**config.mk**
```make
export PLATFORM = sky130hd
export DESIGN_NAME = dqsr_ctrl
export DESIGN_NICKNAME = d
export VERILOG_FILES = /design/src/rtl/dqsr_pkg.sv /design/src/rtl/dqsr_ctrl.sv
export SDC_FILE = /design/constraint.sdc
export NUM_CORES = 1
export LEC_CHECK = 0
export BUFFER_PORTS_ARGS = -buffer_cell sky130_fd_sc_hd__buf_2
export CAP_MARGIN = 20
export CORE_AREA = 5 5 42 44
export CTS_CLUSTER_SIZE = 28
export DETAILED_ROUTE_END_ITERATION = 16
export DIE_AREA = 0 0 47 49
export GPL_TIMING_DRIVEN = 0
export PLACE_DENSITY = 0.51
export SLEW_MARGIN = 20
export SYNTH_ARGS = -nofsm -noshare
export SYNTH_HDL_FRONTEND = slang
export SYNTH_SLANG_ARGS = --single-unit
```
**constraint.sdc**
```tcl
create_clock -name clock -period 3.9 [get_ports clock]
set_clock_uncertainty 0.2 [all_clocks]
set_input_delay 0.195 -clock clock [delete_from_list [all_inputs] [get_ports clock]]
set_output_delay 0.195 -clock clock [all_outputs]
set_load 0.005 [all_outputs]
```
**src/rtl/dqsr_pkg.sv**
```systemverilog
`timescale 1ns / 1ps
// Shared types and constants for the double-ended queue with search and reverse.
package dqsr_pkg;

   localparam int DEPTH   = 64;
   localparam int PTR_W   = $clog2(DEPTH);
   localparam int CNT_W   = $clog2(DEPTH + 1);
   localparam int SUM_W   = PTR_W + 1;
   localparam int MATCH_W = 6;
   localparam int COUNT_W = 7;

   localparam logic [3:0] OP_PUSH_BACK  = 4'd0;
   localparam logic [3:0] OP_PUSH_FRONT = 4'd1;
   localparam logic [3:0] OP_POP_BACK   = 4'd2;
   localparam logic [3:0] OP_POP_FRONT  = 4'd3;
   localparam logic [3:0] OP_PEEK_BACK  = 4'd4;
   localparam logic [3:0] OP_PEEK_FRONT = 4'd5;
   localparam logic [3:0] OP_SEARCH     = 4'd6;
   localparam logic [3:0] OP_REVERSE    = 4'd7;
   localparam logic [3:0] OP_CLEAR      = 4'd8;

   localparam logic [1:0] STS_OK        = 2'd0;
   localparam logic [1:0] STS_EMPTY     = 2'd1;
   localparam logic [1:0] STS_FULL      = 2'd2;
   localparam logic [1:0] STS_NOT_FOUND = 2'd3;

   typedef struct packed {
      logic [3:0]         operation;
      logic signed [31:0] entry_value;
      logic signed [31:0] entry_weight;
   } req_type;

   typedef struct packed {
      logic [1:0]         status;
      logic signed [31:0] out_value;
      logic signed [31:0] out_weight;
      logic [MATCH_W-1:0] match_position;
      logic [COUNT_W-1:0] entry_count;
   } rsp_type;

   typedef enum logic [1:0] {
      ST_IDLE,
      ST_EXEC,
      ST_READ,
      ST_SEARCH
   } ctrl_state_type;

   // Controller to datapath.
   typedef struct packed {
      logic capture;
      logic push;
      logic end_empty;
      logic end_read;
      logic end_finish;
      logic search_miss;
      logic search_init;
      logic search_step;
      logic reverse;
      logic clear;
      logic plain;
   } dqsr_cmd_type;

   // Datapath to controller.
   typedef struct packed {
      logic is_push;
      logic is_end;
      logic is_search;
      logic is_reverse;
      logic is_clear;
      logic empty;
      logic search_done;
   } dqsr_stat_type;

endpackage

```
**src/rtl/dqsr_ctrl.sv**
```systemverilog
`timescale 1ns / 1ps
// Controller: sequences capture, execute, end read and search walk.
module dqsr_ctrl import dqsr_pkg::*; (
   input  logic          clock,
   input  logic          reset,
   input  logic          start,
   input  dqsr_stat_type stat,
   output dqsr_cmd_type  cmd,
   output logic          busy
);

   ctrl_state_type state_ff, state_in;

   always_ff @(posedge clock) begin
      if (reset) begin
         state_ff <= ST_IDLE;
      end else begin
         state_ff <= state_in;
      end
   end

   always_comb begin
      state_in = state_ff;
      cmd      = '0;
      case (state_ff)
         ST_IDLE: begin
            if (start) begin
               cmd.capture = 1'b1;
               state_in    = ST_EXEC;
            end
         end
         ST_EXEC: begin
            state_in = ST_IDLE;
            if (stat.is_push) begin
               cmd.push = 1'b1;
            end else if (stat.is_end) begin
               if (stat.empty) begin
                  cmd.end_empty = 1'b1;
               end else begin
                  cmd.end_read = 1'b1;
                  state_in     = ST_READ;
               end
            end else if (stat.is_search) begin
               if (stat.empty) begin
                  cmd.search_miss = 1'b1;
               end else begin
                  cmd.search_init = 1'b1;
                  state_in        = ST_SEARCH;
               end
            end else if (stat.is_reverse) begin
               cmd.reverse = 1'b1;
            end else if (stat.is_clear) begin
               cmd.clear = 1'b1;
            end else begin
               cmd.plain = 1'b1;
            end
         end
         ST_READ: begin
            cmd.end_finish = 1'b1;
            state_in       = ST_IDLE;
         end
         ST_SEARCH: begin
            cmd.search_step = 1'b1;
            if (stat.search_done) begin
               state_in = ST_IDLE;
            end
         end
         default: begin
            state_in = ST_IDLE;
         end
      endcase
   end

   assign busy = (state_ff != ST_IDLE);

   a_accept_exec: assert property (@(posedge clock) disable iff (reset)
      (state_ff == ST_IDLE && start) |=> (state_ff == ST_EXEC))
      else $error("accepted beat did not reach execute");

   a_read_done: assert property (@(posedge clock) disable iff (reset)
      (state_ff == ST_READ) |=> (state_ff == ST_IDLE))
      else $error("end read did not finish in one cycle");

endmodule

```
==> metrics.md <==
| Metric | Value |
|---|---|
| Worst setup path category | register to output port |
| Busiest metal layer after global routing | met2 |
| Maximum number of pins on one net before global-route repair | 10 |
| Library cells used by synthesis | 19 |
| Largest registers | state_ff (2) |
| Initial antenna violation count | 0 |
| Per-instance average area after synthesis | 9.85 sq um |
| Number of routed nets with antenna violations | 0 |
| Layout cell share with drive strength beyond 1 | 64.6% |
| Endpoints failing hold | 0 |
| Maximum level of the CTS H-tree | 1 |
| Reg-to-reg critical path endpoint | state_ff[0] |
| Number of register bits inferred by synthesis | 2 |
| Number of cell instances on the worst register-to-register path | 4 |
| Number of optimization iterations in the first detailed-route pass | 2 |
| Setup repair after global routing missed its margin | false |
| Effective utilization at floorplan | 16.2% |
| Filler Cells Inserted | 166 |
| CP startpoint | state_ff[1] |
| DRC | 0 |
| Period utilisation layout | 44.7% |
| Run status | completed |
| Data required, critical path | 3500 ps |
| Largest area contributor in the netlist | sky130_fd_sc_hd__dfxtp_1 |
| Root cell of the clock tree | sky130_fd_sc_hd__clkbuf_4 |
| Capturing element of the worst setup path | cmd[0] |
| Max Transition Viols Final | 0 |
| Final count of negative-setup-slack endpoints | 0 |
| Number of instances in the synthesized netlist | 23 |
| Slowest library cell on the worst path | sky130_fd_sc_hd__nor4b_4 |
| Fraction of met2 tracks used by global routing | 9.50% |
| Overall routed net length | 681 um |
| Ordered cell list for the critical path | buf_6 -> nor4b_4 -> nor4b_2 -> buf_2 |
| Row cnt | 14 |
| Post-synthesis net count | 33 |
| GR Layer Usage met1 | 7.66% |
| Relative slew slack | 77.8% |
| Die area | 2300 sq um |
| Total via count after detailed routing | 270 |
| Share of the synthesized area in the top cell type | 17.7% |
| Max rail drop VDD | 0.0849 mV |
| Number of top-level pins | 22 |
| Area added between synthesis and finish | 69.6% |
| Number of buffers inserted by port buffering | 21 |
| Overall track demand over capacity in global routing | 7.10% |
| Die height | 49 um |
| Register-to-register path setup slack | 2530 ps |
| Static leakage power | 0.214 nW |
| FMAX | 0.574 GHz |
| Clock insertion delay at the later pin of the skew report | 220 ps |
| Number of buffers and inverters on the critical path | 2 |
| Clock transition at the registers of the reported paths | 30 ps |
| Part of the Yosys area used for sequential elements | 17.7% |
| Total inserted antenna cells | 0 |
| Count of maximum capacitance violations | 0 |
| Crit path arrival time | 1350 ps |
| Total number of yosys warnings | 0 |
| Power density over cell area | 225 nW/um^2 |
| Remaining global-route overflow | 0 |
| Sum of negative setup slack | 0 ps |
| Area of placed instances | 352 sq um |
| Drt via density | 4.22 |
| Reg2reg start | state_ff[1] |
| Global-route track usage on met3 | 4.43% |
| Via count of the first global-routing pass | 289 |
| DPL Wire Length | 549 um |
| Multi-input gate area in the final layout | 175 sq um |
| Biggest area contributors in the synthesized netlist | sky130_fd_sc_hd__dfxtp_1, sky130_fd_sc_hd__nor4b_4, sky130_fd_sc_hd__and3b_2 |
| Hold Crit Depth | 3 |
| Die outline width | 47 um |
| Wirelength per Cell | 10.6 um |
| Routability congestion estimate | 0.591 |
| Stages on the worst setup path | 4 |
| Largest fanout of any net on the critical path | 9 |
| Placeable core region | 1400 sq um |
| Path class of the lowest-slack min-delay path | input pin to register |
| Slowest Stage Delay on Critical Path | 330 ps |
| Flip-flop count of the largest register, all copies and words added | 2 |
| Iter 0 DRT Violations | 5 |
| Post-synthesis instance area | 226 sq um |
| Register containing the most flip-flops in the final layout | state_ff |
| Count of clock tree sinks | 2 |
| Hold path startpoint | stat[0] |
| Buffers from clock root to sink, at most | 2 |
| Transition time of the tightest slew-check pin | 328 ps |
| Wire length of the first global-routing pass | 1130 um |
| Layout Nets | 60 |
| Clock tree from TritonCTS | yes |
| Crit path max-delay family | simple AND/OR/NAND/NOR gates |
| CP startpoint kind | register |
| Type of destination of the critical path | output port |
| Fin crit period | 1740 ps |
| Post-route cell area | 384 sq um |
| Area used by sequential logic in the layout | 40.0 sq um |
| Clock buffers created by TritonCTS | 3 |
| CTS-repair resized insts | 0 |
## report_power, final
part | switching [W] | internal (W)
clock | 0.0000116 | 0.0000339
combinational | 0.00000750 | 0.0000107
sequential | 0.00000129 | 0.0000214
total | 0.0000204 | 0.0000661
## stage by stage
| stage | instances | utilization, % | setup WS (ps) | hold WS, ps | power, W |
|---|---|---|---|---|---|
| floorplan | 23 | - | 2550 | 64.1 | 0.0000299 |
| global placement | 60 | 25.1 | 2380 | 167 | 0.0000403 |
| detailed placement | 60 | 25.1 | 2360 | 171 | 0.0000408 |
| CTS | 64 | 27.4 | 2120 | 65.9 | 0.0000909 |
| global route | 64 | 27.4 | 1980 | 92.0 | 0.0000970 |
| finish | 64 | 27.4 | 2160 | 76.8 | 0.0000865 |
## Yosys cell counts (all sizes together)
cell	number
nor4b	4
dfxtp	2
o21ba	1
o21ai	1
nand2	1
or2	1
nor2b	1
and4bb	1
and2	2
and3	1
nand2b	1
nor3b	1
buf	1
a21oi	1
nand3b	1
and3b	3
## placed cells by master, fill, tap and decap left out
cell type / count
sky130_fd_sc_hd__a21oi_1: 1
sky130_fd_sc_hd__and2_1: 2
sky130_fd_sc_hd__and3_2: 1
sky130_fd_sc_hd__and3b_1: 1
sky130_fd_sc_hd__and3b_2: 2
sky130_fd_sc_hd__and4bb_1: 1
sky130_fd_sc_hd__buf_2: 21
sky130_fd_sc_hd__buf_6: 1
sky130_fd_sc_hd__clkbuf_4: 3
sky130_fd_sc_hd__dfxtp_1: 2
sky130_fd_sc_hd__dlygate4sd3_1: 1
sky130_fd_sc_hd__nand2_1: 1
sky130_fd_sc_hd__nand2b_1: 1
sky130_fd_sc_hd__nand3b_1: 1
sky130_fd_sc_hd__nor2b_1: 1
sky130_fd_sc_hd__nor3b_1: 1
sky130_fd_sc_hd__nor4b_1: 2
sky130_fd_sc_hd__nor4b_2: 1
sky130_fd_sc_hd__nor4b_4: 1
sky130_fd_sc_hd__o21ai_1: 1
sky130_fd_sc_hd__o21ba_1: 1
sky130_fd_sc_hd__or2_2: 1
## area by class of cell
| cell class | instances | share of cell area, % |
|---|---|---|
| buffer | 1 | 2.93 |
| clock buffer | 3 | 5.86 |
| multi-input combinational | 20 | 45.6 |
| sequential | 2 | 10.4 |
| tap | 16 | 5.21 |
| timing repair buffer | 22 | 30.0 |
## worst min path at each step
stage,end,slack (ps)
global placement,state_ff[1],170
global route,state_ff[1],90
floorplan,state_ff[1],60
detailed placement,state_ff[1],170
CTS,state_ff[1],70
finish,state_ff[1],80
## tightest hold or removal path, stage by stage
cell,delay (ps)
sky130_fd_sc_hd__buf_2,70
sky130_fd_sc_hd__nand3b_1,110
sky130_fd_sc_hd__a21oi_1,70
## routing by layer
layer	up-vias	routed length [um]
met1	116	301
li1	138	-
met5	-	0
met4	0	0
met3	0	100
met2	16	279
## logic make-up (layout without fill, tap and decap cells)
group / Yosys count / after routing / share of synthesized area, %
buf+inv: 1 / 26 / 4.97
flops: 2 / 2 / 17.7
compound gates: 3 / 3 / 8.84
simple gates: 17 / 17 / 68.5
## what timing repair did
item / CTS / global route
hold buffers: 1 / 0
endpoints found under the hold margin: 1 / 0
setup buffers: 0 / 0
(Power assumes the default switching activity.)
